[config.mk]
export PLATFORM = sky130hd
export DESIGN_NAME = utf8_to_utf16_stream_decoder_flat
export DESIGN_NICKNAME = d
export VERILOG_FILES = /design/src/rtl/u8u16_pkg.sv /design/src/rtl/u8u16_ifs.sv /design/src/rtl/u8u16_front.sv /design/src/rtl/u8u16_queue.sv /design/src/rtl/u8u16_back.sv /design/src/rtl/utf8_to_utf16_stream_decoder.sv /design/src/flat_wrapper.sv
export SDC_FILE = /design/constraint.sdc
export NUM_CORES = 1
export LEC_CHECK = 0
export BUFFER_PORTS_ARGS = -buffer_cell sky130_fd_sc_hd__buf_2
export CAP_MARGIN = 20
export CORE_MARGIN = 1.5
export CORE_UTILIZATION = 50
export CTS_CLUSTER_DIAMETER = 40
export DETAILED_ROUTE_END_ITERATION = 8
export PLACE_DENSITY_LB_ADDON = 0.05
export SLEW_MARGIN = 30
export SYNTH_ARGS = -nofsm -noshare
export SYNTH_HDL_FRONTEND = slang
export SYNTH_HIERARCHICAL = 1
export SYNTH_SLANG_ARGS = --single-unit
[constraint.sdc]
create_clock -name clk -period 3.9 [get_ports clk]
set_clock_uncertainty 0.1 [all_clocks]
set_input_delay 0.39 -clock clk [delete_from_list [all_inputs] [get_ports clk]]
set_output_delay 0.39 -clock clk [all_outputs]
set_load 0.02 [all_outputs]
[src/rtl/u8u16_pkg.sv]
`default_nettype none
// ----------------------------------------------------------------------------
// UTF-8 to UTF-16 decoder package
// Shared types and constants for the byte front end, the record queue and the
// UTF-16 unit back end.
// ----------------------------------------------------------------------------
package u8u16_pkg;

  // Widths of the code point and of one UTF-16 unit.
  localparam int unsigned CP_W   = 21;
  localparam int unsigned UNIT_W = 16;

  // Largest legal code point and the replacement character.
  localparam logic [CP_W-1:0]   MAX_CODE_POINT = 21'h10FFFF;
  localparam logic [CP_W-1:0]   BMP_LIMIT      = 21'h010000;
  localparam logic [UNIT_W-1:0] REPLACEMENT    = 16'hFFFD;

  // Surrogate prefixes (top six bits of a surrogate half).
  localparam logic [5:0] HIGH_SURR_PFX = 6'b110110;
  localparam logic [5:0] LOW_SURR_PFX  = 6'b110111;

  // Lead byte patterns, compared on the top bits of the byte.
  localparam logic [2:0] LEAD2_PFX = 3'b110;
  localparam logic [3:0] LEAD3_PFX = 4'b1110;
  localparam logic [4:0] LEAD4_PFX = 5'b11110;

  // Following bytes still expected after a lead byte.
  localparam logic [1:0] LEFT_NONE = 2'd0;
  localparam logic [1:0] LEFT_ONE  = 2'd1;
  localparam logic [1:0] LEFT_TWO  = 2'd2;
  localparam logic [1:0] LEFT_THR  = 2'd3;

  // One decoded code point on its way from the front end to the back end.
  typedef struct packed {
    logic [CP_W-1:0] cp;
    logic            done;
    logic            trunc;
  } cp_rec_t;

  // Queue status seen by both ends.
  typedef struct packed {
    logic empty;
    logic full;
  } q_stat_t;

endpackage
`default_nettype wire

[src/rtl/u8u16_ifs.sv]
`default_nettype none
// ----------------------------------------------------------------------------
// UTF-8 to UTF-16 decoder stream interfaces
// Valid/ready channels for the input byte stream and the UTF-16 unit stream.
// ----------------------------------------------------------------------------

// Byte channel: one UTF-8 byte per beat.
interface u8u16_byte_if;
  logic       valid;
  logic       ready;
  logic [7:0] in_byte;
  logic       end_of_string;

  modport source (output valid, output in_byte, output end_of_string, input ready);
  modport sink   (input valid, input in_byte, input end_of_string, output ready);
endinterface

// Unit channel: one UTF-16 code unit per beat.
interface u8u16_unit_if;
  logic        valid;
  logic        ready;
  logic [15:0] unit;
  logic        last_unit;
  logic        string_done;
  logic        truncated;
  logic        out_of_range;

  modport source (output valid, output unit, output last_unit, output string_done,
                  output truncated, output out_of_range, input ready);
  modport sink   (input valid, input unit, input last_unit, input string_done,
                  input truncated, input out_of_range, output ready);
endinterface
`default_nettype wire

[src/rtl/u8u16_front.sv]
`default_nettype none
// ----------------------------------------------------------------------------
// UTF-8 to UTF-16 decoder front end
// Accepts bytes, tracks the multi-byte sequence state and pushes each finished
// (or cut short) code point into the record queue.
// ----------------------------------------------------------------------------
module u8u16_front (
  input  wire logic              clk,
  input  wire logic              rst_n,
  u8u16_byte_if.sink             in_ch,
  input  wire u8u16_pkg::q_stat_t q_stat,
  output logic                   push,
  output u8u16_pkg::cp_rec_t     rec
);

  logic [1:0]                  bytes_left_r, bytes_left_nxt;
  logic [u8u16_pkg::CP_W-1:0]  acc_r, acc_nxt;
  logic [u8u16_pkg::CP_W-1:0]  acc_or;
  logic                        accept;
  logic                        emit;
  logic [7:0]                  b;
  logic                        eos;

  assign b   = in_ch.in_byte;
  assign eos = in_ch.end_of_string;

  // A beat is taken whenever the queue has room.
  assign in_ch.ready = !q_stat.full;
  assign accept      = in_ch.valid && in_ch.ready;
  assign push        = accept && emit;

  // Merge the low six bits of a following byte at the slot set by bytes_left.
  always_comb begin
    unique case (bytes_left_r)
      u8u16_pkg::LEFT_ONE: acc_or = acc_r | u8u16_pkg::CP_W'(b[5:0]);
      u8u16_pkg::LEFT_TWO: acc_or = acc_r | (u8u16_pkg::CP_W'(b[5:0]) << 6);
      u8u16_pkg::LEFT_THR: acc_or = acc_r | (u8u16_pkg::CP_W'(b[5:0]) << 12);
      default:             acc_or = acc_r;
    endcase
  end

  // Classify the byte and work out the next state and the record to push.
  always_comb begin
    bytes_left_nxt = bytes_left_r;
    acc_nxt        = acc_r;
    emit           = 1'b0;
    rec.cp         = acc_r;
    rec.done       = eos;
    rec.trunc      = 1'b0;
    if (bytes_left_r != u8u16_pkg::LEFT_NONE) begin
      // Following byte, taken without checking its top bits.
      rec.cp         = acc_or;
      acc_nxt        = acc_or;
      bytes_left_nxt = bytes_left_r - 2'd1;
      if (bytes_left_r == u8u16_pkg::LEFT_ONE) begin
        emit    = 1'b1;
        acc_nxt = '0;
      end else if (eos) begin
        emit           = 1'b1;
        rec.trunc      = 1'b1;
        bytes_left_nxt = u8u16_pkg::LEFT_NONE;
        acc_nxt        = '0;
      end
    end else begin
      priority if (!b[7]) begin
        // Plain ASCII goes straight out.
        emit   = 1'b1;
        rec.cp = u8u16_pkg::CP_W'(b[6:0]);
      end else if (b[7:5] == u8u16_pkg::LEAD2_PFX) begin
        rec.cp         = {10'd0, b[4:0], 6'd0};
        bytes_left_nxt = u8u16_pkg::LEFT_ONE;
      end else if (b[7:4] == u8u16_pkg::LEAD3_PFX) begin
        rec.cp         = {5'd0, b[3:0], 12'd0};
        bytes_left_nxt = u8u16_pkg::LEFT_TWO;
      end else if (b[7:3] == u8u16_pkg::LEAD4_PFX) begin
        rec.cp         = {b[2:0], 18'd0};
        bytes_left_nxt = u8u16_pkg::LEFT_THR;
      end else begin
        // Stray continuation byte or invalid lead: skipped.
        bytes_left_nxt = u8u16_pkg::LEFT_NONE;
      end
      if (b[7] && bytes_left_nxt != u8u16_pkg::LEFT_NONE) begin
        if (eos) begin
          // A lead byte that ends the string goes out cut short.
          emit           = 1'b1;
          rec.trunc      = 1'b1;
          bytes_left_nxt = u8u16_pkg::LEFT_NONE;
          acc_nxt        = '0;
        end else begin
          acc_nxt = rec.cp;
        end
      end
    end
  end

  // Sequence state advances only on an accepted beat.
  always_ff @(posedge clk) begin
    if (!rst_n) begin
      bytes_left_r <= u8u16_pkg::LEFT_NONE;
      acc_r        <= '0;
    end else if (accept) begin
      bytes_left_r <= bytes_left_nxt;
      acc_r        <= acc_nxt;
    end
  end

endmodule
`default_nettype wire

[src/rtl/u8u16_queue.sv]
`default_nettype none
// ----------------------------------------------------------------------------
// UTF-8 to UTF-16 decoder record queue
// Small register FIFO of code point records between front and back end.
// ----------------------------------------------------------------------------
module u8u16_queue #(
  parameter int unsigned DEPTH = 4
) (
  input  wire logic               clk,
  input  wire logic               rst_n,
  input  wire logic               push,
  input  wire u8u16_pkg::cp_rec_t wr_rec,
  input  wire logic               pop,
  output u8u16_pkg::cp_rec_t      head,
  output u8u16_pkg::q_stat_t      q_stat
);

  localparam int unsigned AW = (DEPTH > 1) ? $clog2(DEPTH) : 1;
  localparam int unsigned CW = $clog2(DEPTH + 1);
  localparam logic [AW-1:0] LAST_PTR = AW'(DEPTH - 1);
  localparam logic [CW-1:0] FULL_CNT = CW'(DEPTH);

  u8u16_pkg::cp_rec_t mem_r [DEPTH];
  logic [AW-1:0]      wr_ptr_r, rd_ptr_r;
  logic [CW-1:0]      cnt_r;

  assign head         = mem_r[rd_ptr_r];
  assign q_stat.empty = (cnt_r == '0);
  assign q_stat.full  = (cnt_r == FULL_CNT);

  // Storage: written at the tail, no reset needed.
  always_ff @(posedge clk) begin
    if (push) begin
      mem_r[wr_ptr_r] <= wr_rec;
    end
  end

  // Pointers and fill count.
  always_ff @(posedge clk) begin
    if (!rst_n) begin
      wr_ptr_r <= '0;
      rd_ptr_r <= '0;
      cnt_r    <= '0;
    end else begin
      if (push) begin
        wr_ptr_r <= (wr_ptr_r == LAST_PTR) ? '0 : wr_ptr_r + AW'(1);
      end
      if (pop) begin
        rd_ptr_r <= (rd_ptr_r == LAST_PTR) ? '0 : rd_ptr_r + AW'(1);
      end
      if (push && !pop) begin
        cnt_r <= cnt_r + CW'(1);
      end else if (pop && !push) begin
        cnt_r <= cnt_r - CW'(1);
      end
    end
  end

endmodule
`default_nettype wire

[src/rtl/u8u16_back.sv]
`default_nettype none
// ----------------------------------------------------------------------------
// UTF-8 to UTF-16 decoder back end
// Range checks each code point and emits one UTF-16 unit, or a surrogate pair
// over two beats, through a registered output stage.
// ----------------------------------------------------------------------------
module u8u16_back (
  input  wire logic               clk,
  input  wire logic               rst_n,
  input  wire u8u16_pkg::cp_rec_t head,
  input  wire u8u16_pkg::q_stat_t q_stat,
  output logic                    pop,
  u8u16_unit_if.source            out_ch
);

  logic                          out_valid_r;
  logic [u8u16_pkg::UNIT_W-1:0]  unit_r, unit_nxt;
  logic                          last_r, last_nxt;
  logic                          done_r, trunc_r, oor_r, oor_nxt;
  logic                          half_r, half_nxt;
  logic                          load;
  logic                          pair;
  logic [19:0]                   sv;

  assign out_ch.valid        = out_valid_r;
  assign out_ch.unit         = unit_r;
  assign out_ch.last_unit    = last_r;
  assign out_ch.string_done  = done_r;
  assign out_ch.truncated    = trunc_r;
  assign out_ch.out_of_range = oor_r;

  // The output register takes a new unit when it is empty or being drained.
  assign load = (!out_valid_r || out_ch.ready) && !q_stat.empty;

  // Range check and surrogate split of the head record.
  assign oor_nxt = (head.cp > u8u16_pkg::MAX_CODE_POINT);
  assign pair    = !oor_nxt && (head.cp >= u8u16_pkg::BMP_LIMIT);
  assign sv      = 20'(head.cp - u8u16_pkg::BMP_LIMIT);

  always_comb begin
    half_nxt = half_r;
    pop      = 1'b0;
    last_nxt = 1'b1;
    if (oor_nxt) begin
      unit_nxt = u8u16_pkg::REPLACEMENT;
    end else begin
      unit_nxt = head.cp[u8u16_pkg::UNIT_W-1:0];
    end
    if (pair) begin
      if (!half_r) begin
        unit_nxt = {u8u16_pkg::HIGH_SURR_PFX, sv[19:10]};
        last_nxt = 1'b0;
      end else begin
        unit_nxt = {u8u16_pkg::LOW_SURR_PFX, sv[9:0]};
      end
    end
    if (load) begin
      if (pair && !half_r) begin
        half_nxt = 1'b1;
      end else begin
        half_nxt = 1'b0;
        pop      = 1'b1;
      end
    end
  end

  // Control state.
  always_ff @(posedge clk) begin
    if (!rst_n) begin
      out_valid_r <= 1'b0;
      half_r      <= 1'b0;
    end else begin
      half_r <= half_nxt;
      if (load) begin
        out_valid_r <= 1'b1;
      end else if (out_ch.ready) begin
        out_valid_r <= 1'b0;
      end
    end
  end

  // Output payload.
  always_ff @(posedge clk) begin
    if (load) begin
      unit_r  <= unit_nxt;
      last_r  <= last_nxt;
      done_r  <= head.done;
      trunc_r <= head.trunc;
      oor_r   <= oor_nxt;
    end
  end

endmodule
`default_nettype wire

[src/rtl/utf8_to_utf16_stream_decoder.sv]
`default_nettype none
// ----------------------------------------------------------------------------
// UTF-8 to UTF-16 stream decoder
// Turns a UTF-8 byte stream into UTF-16 code units with per-unit flags.
// ----------------------------------------------------------------------------
// The block takes one UTF-8 byte per cycle while its record queue has room and
// gives one UTF-16 unit per cycle while the receiver is ready. A byte that
// finishes a code point is written into the record queue when it is taken; the
// unit generator then loads its unit into the registered output stage, from
// which it leaves on an output beat. A code point above 0xFFFF leaves as a
// surrogate pair, high half first, on two output beats. The record queue
// between the byte decoder and the unit generator (QUEUE_DEPTH entries) absorbs
// that extra beat, so input bytes keep flowing at one per cycle while the
// output is taken every cycle.
// Malformed sequences are not checked: following bytes give their low six
// bits, stray continuation bytes and 0xF8-0xFF leads are dropped, a sequence
// cut short by end of string leaves flagged as truncated, and values above
// 0x10FFFF leave as 0xFFFD flagged as out of range.
module utf8_to_utf16_stream_decoder #(
  parameter int unsigned QUEUE_DEPTH = 4
) (
  input  wire logic     clk,
  input  wire logic     rst_n,
  u8u16_byte_if.sink    in_ch,
  u8u16_unit_if.source  out_ch
);

  u8u16_pkg::cp_rec_t wr_rec;
  u8u16_pkg::cp_rec_t head;
  u8u16_pkg::q_stat_t q_stat;
  logic               push;
  logic               pop;

  // Byte decoder.
  u8u16_front u_front (
    .clk    (clk),
    .rst_n  (rst_n),
    .in_ch  (in_ch),
    .q_stat (q_stat),
    .push   (push),
    .rec    (wr_rec)
  );

  // Code point record queue.
  u8u16_queue #(
    .DEPTH (QUEUE_DEPTH)
  ) u_queue (
    .clk    (clk),
    .rst_n  (rst_n),
    .push   (push),
    .wr_rec (wr_rec),
    .pop    (pop),
    .head   (head),
    .q_stat (q_stat)
  );

  // UTF-16 unit generator.
  u8u16_back u_back (
    .clk    (clk),
    .rst_n  (rst_n),
    .head   (head),
    .q_stat (q_stat),
    .pop    (pop),
    .out_ch (out_ch)
  );

`ifndef SYNTHESIS
  // A unit that is not the last of its code point is always a high surrogate.
  a_high_half: assert property (@(posedge clk) disable iff (!rst_n)
    out_ch.valid && !out_ch.last_unit |-> out_ch.unit[15:10] == u8u16_pkg::HIGH_SURR_PFX)
    else $error("non-final unit is not a high surrogate");

  // Once a high half is taken, the low half follows on the very next cycle.
  a_low_follows: assert property (@(posedge clk) disable iff (!rst_n)
    out_ch.valid && out_ch.ready && !out_ch.last_unit |=>
      out_ch.valid && out_ch.unit[15:10] == u8u16_pkg::LOW_SURR_PFX)
    else $error("low surrogate did not follow its high half");

  // A replaced value is a single replacement character.
  a_oor_repl: assert property (@(posedge clk) disable iff (!rst_n)
    out_ch.valid && out_ch.out_of_range |->
      out_ch.unit == u8u16_pkg::REPLACEMENT && out_ch.last_unit)
    else $error("out of range value not replaced");

  // Truncation only happens at the end of a string.
  a_trunc_done: assert property (@(posedge clk) disable iff (!rst_n)
    out_ch.valid && out_ch.truncated |-> out_ch.string_done)
    else $error("truncated unit outside end of string");
`endif

endmodule
`default_nettype wire

[src/flat_wrapper.sv]
// flat-port wrapper written by rule: the top's interface ports become plain ports
module utf8_to_utf16_stream_decoder_flat 
#(
  parameter int unsigned QUEUE_DEPTH = 4
)
  (clk, rst_n, in_ch_valid, in_ch_in_byte, in_ch_end_of_string, in_ch_ready, out_ch_valid, out_ch_unit, out_ch_last_unit, out_ch_string_done, out_ch_truncated, out_ch_out_of_range, out_ch_ready);
  u8u16_byte_if in_ch_i ();
  u8u16_unit_if out_ch_i ();
  input  wire logic clk;
  input  wire logic rst_n;
  input wire logic [$bits(in_ch_i.valid)-1:0] in_ch_valid;
  input wire logic [$bits(in_ch_i.in_byte)-1:0] in_ch_in_byte;
  input wire logic [$bits(in_ch_i.end_of_string)-1:0] in_ch_end_of_string;
  output wire logic [$bits(in_ch_i.ready)-1:0] in_ch_ready;
  output wire logic [$bits(out_ch_i.valid)-1:0] out_ch_valid;
  output wire logic [$bits(out_ch_i.unit)-1:0] out_ch_unit;
  output wire logic [$bits(out_ch_i.last_unit)-1:0] out_ch_last_unit;
  output wire logic [$bits(out_ch_i.string_done)-1:0] out_ch_string_done;
  output wire logic [$bits(out_ch_i.truncated)-1:0] out_ch_truncated;
  output wire logic [$bits(out_ch_i.out_of_range)-1:0] out_ch_out_of_range;
  input wire logic [$bits(out_ch_i.ready)-1:0] out_ch_ready;
  assign in_ch_i.valid = in_ch_valid;
  assign in_ch_i.in_byte = in_ch_in_byte;
  assign in_ch_i.end_of_string = in_ch_end_of_string;
  assign in_ch_ready = in_ch_i.ready;
  assign out_ch_valid = out_ch_i.valid;
  assign out_ch_unit = out_ch_i.unit;
  assign out_ch_last_unit = out_ch_i.last_unit;
  assign out_ch_string_done = out_ch_i.string_done;
  assign out_ch_truncated = out_ch_i.truncated;
  assign out_ch_out_of_range = out_ch_i.out_of_range;
  assign out_ch_i.ready = out_ch_ready;
  utf8_to_utf16_stream_decoder #(.QUEUE_DEPTH(QUEUE_DEPTH)) u_core (.clk(clk), .rst_n(rst_n), .in_ch(in_ch_i), .out_ch(out_ch_i));
endmodule
### After elaboration in Yosys (flattened, before gate mapping)

Memories as Yosys holds them, arrays and structs flattened. A register that Yosys moved wholly into a read port is not among the register bits.
Cells that the tools add are included.
W data, S select, Z words.

* ROM bits: 0
* bits of input ports: 13
* memory bits (writable): 92
* memories: 1
* register bits: 52
* latch bits: 0
* logic and storage cells: 103

* order comparisons: 2
* reduce and logical (&&, ||, !) cells: 23
* shift-type cells: 0
* bitwise gates (word level): 3
* add/sub/neg operators: 6
* multipliers: 0
* divide/modulo/power cells: 0
* mux-type cells: 47
* eq/ne operators: 9

Memory list
* u_core.u_queue.mem_r: depth 4, width 23, read ports 1, clocked after Yosys merged registers in 1, wr ports 1, line u8u16_queue.sv:23 `u8u16_pkg::cp_rec_t mem_r [DEPTH];`

Operators with widths (count)
* $mux W21: 10
* $pmux W21 S3: 1
* $mux W16: 2
* $mux W2: 14
* $ge A21 B17 Y1 const B: 1
* $gt A21 B21 Y1 const B: 1
* $or A21 B12 Y21: 1
* $or A21 B18 Y21: 1
* $or A21 B6 Y21: 1
* $sub A20 B17 Y20 const B: 1
* $mux W1: 17
* $mux W11: 1
* $reduce_bool A2 Y1: 5
* $eq A2 B2 Y1 const B: 4
* $logic_and A1 B1 Y1: 8
* $logic_not A1 Y1: 7
* $eq A3 B3 Y1 const B: 2
* $mux W3: 2
* $eq A5 B5 Y1 const B: 1
* $add A2 B1 Y2 const B: 2
* $eq A4 B4 Y1 const B: 1
* $add A3 B1 Y3 const B: 1
* $logic_not A3 Y1: 1
* $sub A3 B1 Y3 const B: 1
* 4 further kinds: 4

### Depth between registers and ports, before layout

* depth in word-level cells: 15
* gate-level depth with buffers: 16
* depth with buffers taken out: 14

### By module

Netlist, hierarchy kept.

Modules (own cells, without submodules)
* u8u16_queue: seq. area each 2942.8 um^2, instances 1, cells each 164, area each 3811.2 um^2
* u8u16_front: seq. area each 460.4 um^2, instances 1, cells each 207, area each 1697.9 um^2
* u8u16_back: seq. area each 640.6 um^2, instances 1, cells each 92, area each 1114.8 um^2

### Worst setup path before layout

OpenSTA, ideal clock, no wires.

* path type: flip-flop to flip-flop
* start point: register with a tool-made name
* end point: register u_core.u_queue.cnt_r[2]
* setup time: 76 ps
* path buffers: 2
* stages on the path, launching flop included: 16
* slack: 275 ps
* arrival: 3449 ps
* cell sequence: dfxtp_1 > buf_6 > buf_12 > mux4_2 > nand4bb_1 > or4_1 > o32a_1 > a21o_1 > a21boi_1 > inv_1 > ha_1 > inv_1 > fa_1 > xor2_1 > or3_1 > a21boi_0

RTL lines
* to (signal assigned): line u8u16_queue.sv:52 `cnt_r <= cnt_r + CW'(1);`
* to (signal assigned): line u8u16_queue.sv:54 `cnt_r <= cnt_r - CW'(1);`
* to (decl): line u8u16_queue.sv:25 `logic [CW-1:0] cnt_r;`

==> impl_metrics.json <==
{
  "clk_latency_ns": 0.42,
  "diodes": 0,
  "synth_seq_cells": 146,
  "syn-mean-instance-area_um2": 14.3,
  "dieArea_um2": 13900,
  "nets": 537,
  "max_clock_freq_mhz": 273,
  "period_minus_slack_ns": 3.67,
  "wirelength_um": 14300,
  "hold_buffers": 0,
  "grt_usage_pct": 21.9,
  "portBuffers": 34,
  "htree_levels": 4,
  "clockBufferDepth": 2,
  "wl_per_cell_um": 20.6,
  "syn2layout_area_growth_pct": 14.7,
  "vias_per_cell": 5.92,
  "dp_hpwl_um": 9720,
  "tightest_slew_ns": 0.748,
  "dr.pass1.iters": 4,
  "fillerInstances": 1001,
  "vdd_drop_max_v": 0.000355,
  "start_util_pct": 51.9,
  "antenna_found_initial": 0,
  "cp_max_fo": 11,
  "cp-start-kind": "flop",
  "slew_headroom_pct": 50.1,
  "netlist.area_leader.share_pct": 50.8,
  "hold_path.class": "in2reg",
  "dieHeight_um": 118,
  "grt_max_degree": 30,
  "io_pins": 35,
  "antenna_left": 0,
  "setup_tns_ns": 0,
  "grt_pass1_wl_um": 23000,
  "multiInputGateArea_um2": 2340,
  "cts_inserted_buffers": 17,
  "critPathCaptureType": "flop",
  "drv_cap": 0,
  "syn-num-nets": 490,
  "required_ns": 4.14,
  "via_count": 4110,
  "clockRootBuffer": "clkbuf_16",
  "pwr_density_cell_nw_per_um2": 655,
  "critPathKind": "reg2reg",
  "rows": 41,
  "drt_drc_violations_left": 0,
  "yosysTopAreaCell": "edfxtp_1",
  "synth_area_um2": 6620,
  "rsz0062_at_grt": "no",
  "async_reset_ff_share_pct": 0,
  "yosys.cell_types.count": 68,
  "die_w_um": 118,
  "drive_above_1_share_pct": 24.5,
  "cts_tree": "yes",
  "setup_viol": 0,
  "fin_crit_sh_pct": 94.0,
  "drt_iter0_markers": 421,
  "drv_slew": 0,
  "synth_edf_count": 112,
  "grt-ovfl-total": 0,
  "arrival_ns": 3.91,
  "syn_inst": 463,
  "regArea_um2": 4050,
  "core-area_um2": 12800,
  "routabilityCongestion": 0.896,
  "yosysSeqAreaShare_pct": 61.1,
  "p_leak_nw": 2.64,
  "hold_violations": 0,
  "yosysWarningCount": 6,
  "p_total_mw": 4.98,
  "clock-sinks": 146,
  "ys.flop_type": "edfxtp_1",
  "synthTopCellsByArea": "edfxtp_1 (51%), dfxtp_1 (10%), mux4_2 (6.8%)",
  "grt_pass1_vias": 4123,
  "cts.clk_slew.worst_paths_ns": 0.06,
  "status": "complete, no violations"
}
==> cell usage in the layout, fill, tap and decap left out, types with 4 or more instances in the layout <==
cell	instances
clkinvlp_4	4
a22o_1	10
or2_2	4
and2_1	13
nor2b_1	10
o211ai_2	5
ha_1	13
dfxtp_1	33
clkbuf_16	18
o22ai_1	10
buf_4	17
edfxtp_1	112
mux2i_1	10
o21ai_0	6
a22oi_1	10
a21oi_1	15
a221o_1	4
inv_1	17
nor3_1	5
a2bb2oi_1	4
nand4_1	6
nor2_1	18
nand3_1	5
nand2_1	29
a21o_1	7
mux4_2	21
buf_2	34
o21a_1	4
==> layout make-up <==
type | count | area share, %
Timing Repair Buffer | 54 | 4.77
Clock buffer | 17 | 5.60
Inverter | 17 | 0.840
Tap cell | 172 | 2.83
Sequential cell | 146 | 53.3
Clock inverter | 14 | 1.86
Multi-Input combinational cell | 274 | 30.8
==> power by group <==
part	internal, mW	total [mW]	switching, mW
clock	0.932	1.55	0.618
sequential	1.96	2.04	0.0775
combinational	0.543	1.39	0.849
==> state kept, by name, summed over array words and instances (netlist names), named ones only <==
register and count:
u_core/u_queue/cnt_r 3, u_core/u_back/out_ch.valid 1, u_core/u_back/out_ch.unit 16, u_core/u_front/acc_r 21
u_core/u_back/half_r 1, u_core/u_back/out_ch.last_unit 1, u_core/u_back/out_ch.out_of_range 1, u_core/u_front/bytes_left_r 2
u_core/u_queue/wr_ptr_r 2, u_core/u_queue/rd_ptr_r 2, u_core/u_back/out_ch.truncated 1, u_core/u_back/out_ch.string_done 1
u_core/u_queue/mem_r 92
==> worst max-delay path, stage by stage, from the launching register on <==
cell,delay [ns]
dfxtp_4,0.40
buf_12,0.16
mux4_2,0.54
nor4_1,0.37
nand3_1,0.16
o211ai_1,0.22
nor2b_2,0.24
a21boi_2,0.09
inv_1,0.07
ha_1,0.17
inv_1,0.06
fa_1,0.37
xor2_1,0.16
or3_1,0.30
a21boi_0,0.17
==> synthesized netlist by cell type, drive strengths merged (2+ instances only) <==
cell type  count
a21oi         15
a22oi         11
a21o           7
clkbuf         7
or2            5
nand3b         3
nand3          6
o211ai         6
nor3b          2
inv           17
a32o           3
o21ai          8
xnor2          2
mux2i         10
ha            13
nand4          6
o32ai          2
a32oi          3
mux4          23
buf           19
o2bb2ai        3
or3            3
o22ai         10
o21a           4
nor2          18
nand2b         3
a31oi          3
nor2b         12
and2          13
a22o          10
a221o          4
nor3           7
nor4           4
nand2         31
edfxtp       112
dfxtp         34
a21boi         4
a2bb2oi        4
==> final timing paths <==
kind	from	end	slack, ns	cells past startpoint
setup / recovery	flop	u_core/u_queue/cnt_r[2]$_SDFFE_PN0P_	0.23	14
hold / removal	out_ch_ready	u_core/u_back/out_ch.valid$_SDFFE_PN0P_	0.17	3
setup reg to reg	flop	u_core/u_queue/cnt_r[2]$_SDFFE_PN0P_	0.23	14
hold reg to reg	u_core/u_front/acc_r[5]$_SDFFE_PN0P_	u_core/u_front/acc_r[5]$_SDFFE_PN0P_	0.36	1
==> timing repair <==
action / 4_1_cts / 5_1_grt
resized for setup: 0 / 6
setup endpoints to repair: 0 / 1
buffers inserted: 0 / 1
==> per-stage QoR <==
stage / hold slack [ns] / instances / setup WS, ns / cell area (um2) / util [%]
finish: 0.170 / 694 / 0.234 / 7600 / 59.5
global route: 0.205 / 694 / 0.00487 / 7600 / 59.5
CTS: 0.160 / 692 / 0.0712 / 7550 / 59.1
detailed placement: 0.348 / 661 / 0.0951 / 6990 / 54.7
global placement: 0.343 / 661 / 0.180 / 6990 / 54.7
floorplan: 0.330 / 463 / 0.275 / 6620 / -
==> routing by layer <==
layer | vias up | GRT usage [%] | share of wire, % | wire [um]
met5 | - | 0 | 0 | 0
met3 | 17 | 5.81 | 5.0 | 717
li1 | 1905 | - | - | -
met1 | 2062 | 30.0 | 46 | 6630
met2 | 126 | 33.9 | 47 | 6680
met4 | 0 | 7.55 | 2.0 | 281
==> logic make-up after synthesis <==
logic type                 share of synthesized area, %
DFF                                                61.1
and+or+nand+nor                                    9.95
AOI/OAI and AO/OA                                  12.6
buffers and inverters                              3.74
muxes                                              9.50
adders and majority gates                          2.76
xor gates and xnor gates                          0.397
Note: power is estimated with default switching activity, not from simulation.
